File: src/rtl/sgtm_pkg.sv
`timescale 1ns / 1ps
package sgtm_pkg;
	localparam int unsigned ItemCount = 21;
	localparam int unsigned ValW = 18;
	localparam int unsigned IdxW = 5;

	typedef enum logic [2:0] {
		EV_NONE    = 3'd0,
		EV_OPENED  = 3'd1,
		EV_MOVED   = 3'd2,
		EV_CHANGED = 3'd3,
		EV_SAVE    = 3'd4,
		EV_DISCARD = 3'd5,
		EV_INVALID = 3'd6,
		EV_ACCESS  = 3'd7
	} event_t;

	typedef enum logic [1:0] {
		OP_FRAME = 2'd0,
		OP_LOAD  = 2'd1,
		OP_READ  = 2'd2,
		OP_NOP   = 2'd3
	} op_t;

	typedef enum logic [2:0] {
		REG_STICK_HIGH  = 3'd0,
		REG_STICK_LOW   = 3'd1,
		REG_CENTER_LOW  = 3'd2,
		REG_CENTER_HIGH = 3'd3,
		REG_HOLD_TIME   = 3'd4,
		REG_REPEAT      = 3'd5
	} reg_idx_t;

	localparam logic [ValW-1:0] Ladder [7] = '{18'd25, 18'd100, 18'd200, 18'd400,
		18'd500, 18'd600, 18'd1000};

	function automatic logic [ValW-1:0] clamp_step(input logic [ValW-1:0] v,
		input logic up, input logic [ValW-1:0] lo, input logic [ValW-1:0] hi);
		logic [ValW:0] x;
		begin
			if (up) x = {1'b0, v} + 19'd1;
			else if (v == '0) x = '0;
			else x = {1'b0, v} - 19'd1;
			if (!up && v == '0) x = {1'b0, lo};
			if (x < {1'b0, lo}) x = {1'b0, lo};
			if (x > {1'b0, hi}) x = {1'b0, hi};
			return x[ValW-1:0];
		end
	endfunction

	// v mod 6 from v mod 2 and v mod 3; 4 = 1 mod 3, so mod 3 is a sum of 2-bit digits
	function automatic logic [2:0] mod6(input logic [ValW-1:0] v);
		logic [4:0] s;
		logic [2:0] t;
		logic [1:0] r3;
		logic [2:0] r;
		begin
			s = '0;
			for (int i = 0; i < ValW / 2; i++) s = s + 5'(v[2*i +: 2]);
			t = 3'(s[1:0]) + 3'(s[3:2]) + {2'b00, s[4]};
			if (t >= 3'd6) r3 = 2'(t - 3'd6);
			else if (t >= 3'd3) r3 = 2'(t - 3'd3);
			else r3 = t[1:0];
			unique case ({v[0], r3})
				3'b000: r = 3'd0;
				3'b001: r = 3'd4;
				3'b010: r = 3'd2;
				3'b100: r = 3'd3;
				3'b101: r = 3'd1;
				3'b110: r = 3'd5;
				default: r = 3'd0;
			endcase
			return r;
		end
	endfunction

	// one step of the selected item's value
	function automatic logic [ValW-1:0] step_value(input logic [IdxW-1:0] it,
		input logic [ValW-1:0] v, input logic up);
		logic [2:0] k;
		logic [2:0] m;
		logic [2:0] b;
		begin
			k = 3'd6;
			for (int i = 5; i >= 0; i--) begin
				if (Ladder[i] >= v) k = 3'(i);
			end
			m = 3'd0;
			b = 3'd0;
			unique case (it)
				5'd0, 5'd1, 5'd4, 5'd5, 5'd8, 5'd9:
					return clamp_step(v, up, 18'd0, 18'd200000);
				5'd2, 5'd6, 5'd10: return clamp_step(v, up, 18'd0, 18'd5000);
				5'd3, 5'd7, 5'd11: return clamp_step(v, up, 18'd0, 18'd1000);
				5'd12, 5'd13, 5'd14: return clamp_step(v, up, 18'd100, 18'd1200);
				5'd15: return clamp_step(v, up, 18'd0, 18'd90);
				5'd16, 5'd17: return clamp_step(v, up, 18'd0, 18'd100);
				5'd18: begin
					// band is the full 18-bit value mod 6 and wraps within 0 to 5
					b = mod6(v);
					if (up) b = (b == 3'd5) ? 3'd0 : b + 3'd1;
					else b = (b == 3'd0) ? 3'd5 : b - 3'd1;
					return {15'd0, b};
				end
				5'd19: begin
					m = up ? v[2:0] + 3'd1 : v[2:0] + 3'd7;
					return {15'd0, m};
				end
				5'd20: begin
					if (up) k = (k == 3'd6) ? 3'd0 : k + 3'd1;
					else k = (k == 3'd0) ? 3'd6 : k - 3'd1;
					return Ladder[k];
				end
				default: return v;
			endcase
		end
	endfunction
endpackage

File: src/rtl/stick_gesture_tuning_menu.sv
`timescale 1ns / 1ps
// Stick gesture tuning menu.
// Command channel: start with the item fields; accepted when start is high and
// busy is low. Each item gives exactly one result on done, one cycle wide, with
// event_code, menu_active, selected_index and value_out.
// Timing: an accepted item passes through S_READ, S_EXEC and S_POST; done is
// raised as the block returns to S_IDLE and busy drops with it, so the next
// item can be taken at the edge that ends the done cycle and not before. The
// steps follow the read-modify-write of the settings memory (read, compute and
// write, read back the selected entry, present).
// Configuration: cfg_valid/cfg_ready with cfg_index and cfg_data; ready is
// low while an item is in flight.
// Reset: thresholds and times return to defaults, menu closed, item 0. The
// settings memory holds no reset value and must be loaded before use.
// The receiver cannot stall: done is a one-cycle strobe.
module stick_gesture_tuning_menu (
	input  logic        clk,
	input  logic        arst_n,
	input  logic        start,
	output logic        busy,
	output logic        done,
	input  logic [1:0]  operation,
	input  logic        frame_valid,
	input  logic [11:0] throttle_us,
	input  logic [11:0] roll_us,
	input  logic [11:0] pitch_us,
	input  logic [11:0] yaw_us,
	input  logic        arm_switch_on,
	input  logic        is_armed,
	input  logic [31:0] now_us,
	input  logic        osd_ready,
	input  logic [4:0]  entry_index,
	input  logic [17:0] entry_value,
	output logic [2:0]  event_code,
	output logic        menu_active,
	output logic [4:0]  selected_index,
	output logic [17:0] value_out,
	input  logic        cfg_valid,
	output logic        cfg_ready,
	input  logic [2:0]  cfg_index,
	input  logic [31:0] cfg_data
);
	typedef enum logic [1:0] {S_IDLE, S_READ, S_EXEC, S_POST} state_t;

	state_t state_q;
	logic [11:0] hi_q, lo_q, clo_q, chi_q;
	logic [31:0] hold_t_q, rep_q;
	logic menu_q, ready_q, hold_q;
	logic [31:0] hold_start_q, last_q;
	logic [4:0] item_q;
	logic [17:0] vo_q;
	logic vsel_q;

	logic [1:0]  op_q;
	logic        fv_q, arm_q, armed_q, osd_q;
	logic [11:0] thr_q, rol_q, pit_q, yaw_q;
	logic [31:0] now_q;
	logic [4:0]  eidx_q;
	logic [17:0] eval_q;

	logic [17:0] mem [sgtm_pkg::ItemCount];
	logic [17:0] rd_q;
	logic [4:0]  rd_addr;
	logic        mem_we;
	logic [4:0]  wr_addr;
	logic [17:0] wr_data;

	logic idx_ok;
	assign idx_ok = eidx_q < 5'(sgtm_pkg::ItemCount);
	assign cfg_ready = !busy;
	assign busy = state_q != S_IDLE;
	assign rd_addr = (op_q == sgtm_pkg::OP_READ) ? eidx_q : item_q;

	always_ff @(posedge clk) begin
		if (mem_we) mem[wr_addr] <= wr_data;
		rd_q <= mem[rd_addr];
	end

	// frame decision, evaluated in S_EXEC with memory data available
	logic cen, combo, hold_done, rep_ok;
	logic [31:0] hstart;
	logic [2:0] ev;
	logic [4:0] nitem;
	logic [17:0] stepped;
	logic step_up;

	always_comb begin
		cen = thr_q >= clo_q && thr_q <= chi_q && rol_q >= clo_q && rol_q <= chi_q &&
			pit_q >= clo_q && pit_q <= chi_q && yaw_q >= clo_q && yaw_q <= chi_q;
		combo = !armed_q && !arm_q && thr_q >= hi_q && rol_q >= hi_q;
		hstart = hold_start_q;
		if (!hold_q) hstart = now_q;
		hold_done = (now_q - hstart) >= hold_t_q;
		rep_ok = (now_q - last_q) >= rep_q;
		step_up = rol_q >= hi_q;
		stepped = sgtm_pkg::step_value(item_q, rd_q, step_up);
		nitem = item_q;
		ev = sgtm_pkg::EV_NONE;
		if (!fv_q) ev = menu_q ? sgtm_pkg::EV_INVALID : sgtm_pkg::EV_NONE;
		else if (!menu_q) begin
			if (combo && hold_done && osd_q) ev = sgtm_pkg::EV_OPENED;
		end else if (ready_q && rep_ok) begin
			if (yaw_q >= hi_q) ev = sgtm_pkg::EV_SAVE;
			else if (yaw_q <= lo_q) ev = sgtm_pkg::EV_DISCARD;
			else if (pit_q >= hi_q) begin
				ev = sgtm_pkg::EV_MOVED;
				nitem = (item_q == 5'd0) ? 5'(sgtm_pkg::ItemCount - 1) : item_q - 5'd1;
			end else if (pit_q <= lo_q) begin
				ev = sgtm_pkg::EV_MOVED;
				nitem = (item_q == 5'(sgtm_pkg::ItemCount - 1)) ? 5'd0 : item_q + 5'd1;
			end else if (rol_q >= hi_q || rol_q <= lo_q) ev = sgtm_pkg::EV_CHANGED;
		end
	end

	always_comb begin
		mem_we = 1'b0;
		wr_addr = eidx_q;
		wr_data = eval_q;
		if (state_q == S_EXEC) begin
			if (op_q == sgtm_pkg::OP_LOAD && idx_ok) mem_we = 1'b1;
			else if (op_q == sgtm_pkg::OP_FRAME && ev == sgtm_pkg::EV_CHANGED) begin
				mem_we = 1'b1;
				wr_addr = item_q;
				wr_data = stepped;
			end
		end
	end

	always_ff @(posedge clk or negedge arst_n) begin
		if (!arst_n) begin
			state_q <= S_IDLE;
			hi_q <= 12'd1750; lo_q <= 12'd1250; clo_q <= 12'd1350; chi_q <= 12'd1650;
			hold_t_q <= 32'd800000; rep_q <= 32'd250000;
			menu_q <= 1'b0; ready_q <= 1'b0; hold_q <= 1'b0;
			hold_start_q <= '0; last_q <= '0; item_q <= '0;
			done <= 1'b0; event_code <= '0; vo_q <= '0; vsel_q <= 1'b0;
		end else begin
			done <= 1'b0;
			if (cfg_valid && cfg_ready) begin
				unique case (cfg_index)
					sgtm_pkg::REG_STICK_HIGH:  hi_q <= cfg_data[11:0];
					sgtm_pkg::REG_STICK_LOW:   lo_q <= cfg_data[11:0];
					sgtm_pkg::REG_CENTER_LOW:  clo_q <= cfg_data[11:0];
					sgtm_pkg::REG_CENTER_HIGH: chi_q <= cfg_data[11:0];
					sgtm_pkg::REG_HOLD_TIME:   hold_t_q <= cfg_data;
					sgtm_pkg::REG_REPEAT:      rep_q <= cfg_data;
					default: ;
				endcase
			end
			unique case (state_q)
				S_IDLE: if (start) begin
					state_q <= S_READ;
				end
				S_READ: state_q <= S_EXEC;
				S_EXEC: begin
					state_q <= S_POST;
					event_code <= sgtm_pkg::EV_ACCESS;
					vo_q <= '0;
					vsel_q <= 1'b0;
					unique case (op_q)
						sgtm_pkg::OP_LOAD: if (idx_ok) vo_q <= eval_q;
						sgtm_pkg::OP_READ: if (idx_ok) vo_q <= rd_q;
						sgtm_pkg::OP_NOP: event_code <= sgtm_pkg::EV_NONE;
						sgtm_pkg::OP_FRAME: begin
							event_code <= ev;
							// selected entry is read back after the write
							vsel_q <= ev == sgtm_pkg::EV_OPENED || ev == sgtm_pkg::EV_MOVED ||
								ev == sgtm_pkg::EV_CHANGED;
							if (!fv_q || (!menu_q && !combo)) hold_q <= 1'b0;
							else if (!menu_q && !hold_q) begin
								hold_q <= 1'b1;
								hold_start_q <= now_q;
							end
							if (fv_q && menu_q && !ready_q && cen) ready_q <= 1'b1;
							unique case (ev)
								sgtm_pkg::EV_OPENED: begin
									menu_q <= 1'b1; ready_q <= 1'b0; item_q <= '0;
									last_q <= now_q;
								end
								sgtm_pkg::EV_SAVE, sgtm_pkg::EV_DISCARD,
								sgtm_pkg::EV_INVALID: begin
									menu_q <= 1'b0; ready_q <= 1'b0; hold_q <= 1'b0;
								end
								sgtm_pkg::EV_MOVED: begin
									item_q <= nitem; last_q <= now_q;
								end
								sgtm_pkg::EV_CHANGED: last_q <= now_q;
								default: ;
							endcase
						end
						default: ;
					endcase
				end
				S_POST: begin
					state_q <= S_IDLE;
					done <= 1'b1;
				end
				default: state_q <= S_IDLE;
			endcase
		end
	end

	always_ff @(posedge clk) begin
		if (state_q == S_IDLE && start) begin
			op_q <= operation; fv_q <= frame_valid;
			thr_q <= throttle_us; rol_q <= roll_us; pit_q <= pitch_us; yaw_q <= yaw_us;
			arm_q <= arm_switch_on; armed_q <= is_armed; now_q <= now_us;
			osd_q <= osd_ready; eidx_q <= entry_index; eval_q <= entry_value;
		end
	end

	// outputs that follow state
	always_comb begin
		menu_active = menu_q;
		selected_index = item_q;
		value_out = vsel_q ? rd_q : vo_q;
	end

	assert property (@(posedge clk) disable iff (!arst_n) done |-> !busy)
		else $error("done while busy");
	assert property (@(posedge clk) disable iff (!arst_n)
		(start && !busy) |-> ##4 done) else $error("latency");
	assert property (@(posedge clk) disable iff (!arst_n)
		item_q < 5'(sgtm_pkg::ItemCount)) else $error("item range");
endmodule
File: config.mk
export PLATFORM = sky130hd
export DESIGN_NAME = stick_gesture_tuning_menu
export DESIGN_NICKNAME = d
export VERILOG_FILES = /design/src/rtl/sgtm_pkg.sv /design/src/rtl/stick_gesture_tuning_menu.sv
export SDC_FILE = /design/constraint.sdc
export NUM_CORES = 2
export LEC_CHECK = 0
export BUFFER_PORTS_ARGS = -buffer_cell sky130_fd_sc_hd__buf_2
export CAP_MARGIN = 30
export CELL_PAD_IN_SITES_DETAIL_PLACEMENT = 1
export CELL_PAD_IN_SITES_GLOBAL_PLACEMENT = 2
export CORE_ASPECT_RATIO = 0.8
export CORE_UTILIZATION = 40
export CTS_CLUSTER_DIAMETER = 120
export DETAILED_ROUTE_END_ITERATION = 10
export PLACE_DENSITY_LB_ADDON = 0.3
export SETUP_SLACK_MARGIN = 0.1
export SYNTH_ARGS = -nofsm -noshare
export SYNTH_HDL_FRONTEND = slang
export SYNTH_SLANG_ARGS = --single-unit
File: constraint.sdc
create_clock -name clk -period 9.7 [get_ports clk]
set_input_delay 0.485 -clock clk [delete_from_list [all_inputs] [get_ports clk]]
set_output_delay 0.485 -clock clk [all_outputs]
set_load 0.05 [all_outputs]
==> flow_summary.ini <==
[run_status]
status = completed

[routing]
wl_per_cell_um = 25.75
vias = 28578
drc = 0
antenna_left = 0
drt_first_pass_iters = 5
drtIter0Drc = 2196
vias_per_cell = 5.750
drt_wl_total_um = 128000

[synthesis]
synth_area_um2 = 39560
ys_ff_latch = 714
ys_warn_count = 0
syn_inst = 3290
synth-edff-count = 487
async_reset_ff_share_pct = 29.27
yosysSeqAreaShare_pct = 51.21
syn_avg_cell_area_um2 = 12.03
ys_types = 98
synth_fp_nets = 3795
synthFlopType = edfxtp_1

[sta]
fmax_mhz = 114.6
hold_viol = 0
rsz0062_at_grt = false
worstMarginPinSlew_ps = 1021
skew_ps = 38.87
tns_ps = 0
period_needed_ps = 8724
drv_slew = 0
post-route-period-util_pct = 89.94
setup_violations = 0
max_slew_margin_pct = 31.95

[final_layout]
synthToLayoutAreaGrowth_pct = 16.41
final_nets = 4109
regArea_um2 = 20260
multi_input_area_um2 = 18080
drive_gt1_share_pct = 19.22
n_fill_cell = 10203

[clock_network]
clk_latency_ps = 680
cts.sinks = 714
clkTransAtPathRegs_ps = 60
post_cts_buffers = 0
cts_made_buffers = 78
clock-root-buffer = clkbuf_16
cts_tree = done
ctsLongestPathBuffers = 3
htreeDepth = 3

[setup_path]
reg2reg_slack_ps = 980
regToRegStartpoint = hold_q$_DFFE_PN0P_
crit_arrival_ps = 9120
crit_fanout = 34
path_class = flip-flop to flip-flop
crit_slowest_cell = o21bai_1
r2r_cells = 28
path_depth = 28
critical-path-top-delay-family = compound AO/OA/AOI/OAI gates
critical_path_required_ps = 10100
cp_common_cell = a21oi_1
cp_slowest_stage_delay_ps = 670
r2r-end = mem[20][15]$_DFFE_PP_
crit_path_end_kind = flip-flop
crit_buf_inv = 3
start_kind = flip-flop

[die]
ioPinCount = 178
start_util_pct = 40.63
die_area_um2 = 100200
fp.dieW_um = 353.6
rows = 102
dieHeight_um = 283.3
core_area_um2 = 97380

[worst_hold_path]
whs_path_depth = 1
holdPathEnd = now_q[12]$_DFFE_PP_
holdCritPathClass = input port to flip-flop
hold_path_startpoint = now_us[12]

[global_routing]
grt_pass1_vias = 30310
track_usage_pct = 25.63
antenna_found_initial = 4
grt_pass1_wl_um = 194200
grt_max_degree = 133
grt-ovfl-total = 0

[placed_design]
port_buffers = 177
place_hpwl_um = 92630
place_congestion = 0.9433

[job]
drv_cap = 0
-- worst max-delay path by stage --
stage / slack (ps) / to / startpoint
4_1_cts: 960 / mem[0][3]$_DFFE_PP_ / hold_q$_DFFE_PN0P_
6_report: 980 / mem[20][15]$_DFFE_PP_ / hold_q$_DFFE_PN0P_
3_3_place_gp: 1150 / mem[7][11]$_DFFE_PP_ / now_q[1]$_DFFE_PP_
5_1_grt: 510 / mem[20][11]$_DFFE_PP_ / hold_q$_DFFE_PN0P_
3_5_place_dp: 1020 / mem[15][3]$_DFFE_PP_ / hold_q$_DFFE_PN0P_
2_1_floorplan: 2270 / mem[20][0]$_DFFE_PP_ / hold_q$_DFFE_PN0P_
-- cells in the mapped netlist, types with 34 or more instances --
master | instances | area, um2
edfxtp_1 | 487 | 14620
ha_1 | 339 | 4242
nand2_1 | 282 | 1059
inv_1 | 236 | 885.9
o21ai_0 | 218 | 1091
dfrtp_1 | 173 | 4329
a21oi_1 | 169 | 845.8
nor2_1 | 139 | 521.8
mux2_2 | 132 | 1486
mux4_2 | 90 | 2027
clkbuf_1 | 81 | 304.0
mux2i_1 | 74 | 740.7
nand3_1 | 64 | 320.3
a21o_1 | 59 | 442.9
xnor2_1 | 52 | 455.4
o211ai_1 | 42 | 315.3
nand4_1 | 40 | 250.2
nor3_1 | 39 | 195.2
dfstp_2 | 36 | 945.9
nor2b_1 | 35 | 219.0
nand2b_1 | 34 | 212.7
-- through the flow --
step	instances	hold slack, ps	worst slack, ps	cell area, um2	util [%]
after floorplan	3290	189.4	2269	39560	-
after global placement	4706	478.4	1154	42190	43.33
after detailed placement	4715	490.7	1023	42360	43.51
after CTS	4964	5.591	955.8	45970	47.21
after global routing	4968	9.622	511.0	46050	47.29
final	4970	41.64	976.3	46050	47.30
-- registers in the layout, indices dropped and copies added (netlist names), 32 cells and up --
register / flops
hold_start_q: 32
mem: 378
now_q: 32
last_q: 32
hold_t_q: 32
rep_q: 32
-- metal layers --
layer  wire [um]  up-vias  track usage (%)
met3        7530      146            4.180
met5           0        -                0
met2       57160      807            39.29
met1       61010    14691            38.17
li1            -    12934                -
met4        2298        0            5.141
-- cell type report --
class / count / share of cell area (%)
inverters: 238 / 1.940
flip-flops and latches: 714 / 43.99
multi-input cells: 2220 / 39.25
well taps: 1300 / 3.532
diodes: 2 / 0.01087
clock inverters: 44 / 0.9835
clock buffers: 100 / 4.572
repair buffers: 352 / 5.716
-- cells in the final DEF (no fill, tap or decap), types with 38 or more instances in the layout --
| cell type | n |
|---|---|
| buf_4 | 56 |
| nor2_1 | 122 |
| buf_2 | 177 |
| mux2i_1 | 69 |
| mux4_2 | 90 |
| dlygate4sd3_1 | 105 |
| inv_1 | 236 |
| xnor2_1 | 52 |
| dfrtp_1 | 172 |
| mux2_2 | 132 |
| nor3_1 | 38 |
| nand2_1 | 282 |
| nand3_1 | 63 |
| o21ai_0 | 217 |
| a21oi_1 | 169 |
| clkbuf_16 | 79 |
| ha_1 | 339 |
| o211ai_1 | 42 |
| a21o_1 | 59 |
| edfxtp_1 | 487 |
| nand4_1 | 40 |
-- cells by family after synthesis --
group	Yosys count	share of synthesized area, %
AND/OR/NAND/NOR	767	9.719
flip-flops	714	51.21
XOR/XNOR	73	1.616
AO/OA/AOI/OAI	726	11.53
buffers and inverters	356	3.485
adder cells (fa/ha/maj)	357	11.63
multiplexers	297	10.81
-- timing repair --
action	4_1_cts	5_1_grt
gates resized for setup	0	0
hold buffers	105	0
endpoints found under the hold margin	179	0
Power is not shown: default switching activity piles up to over one toggle a cycle in this logic, so the estimate is an artifact.
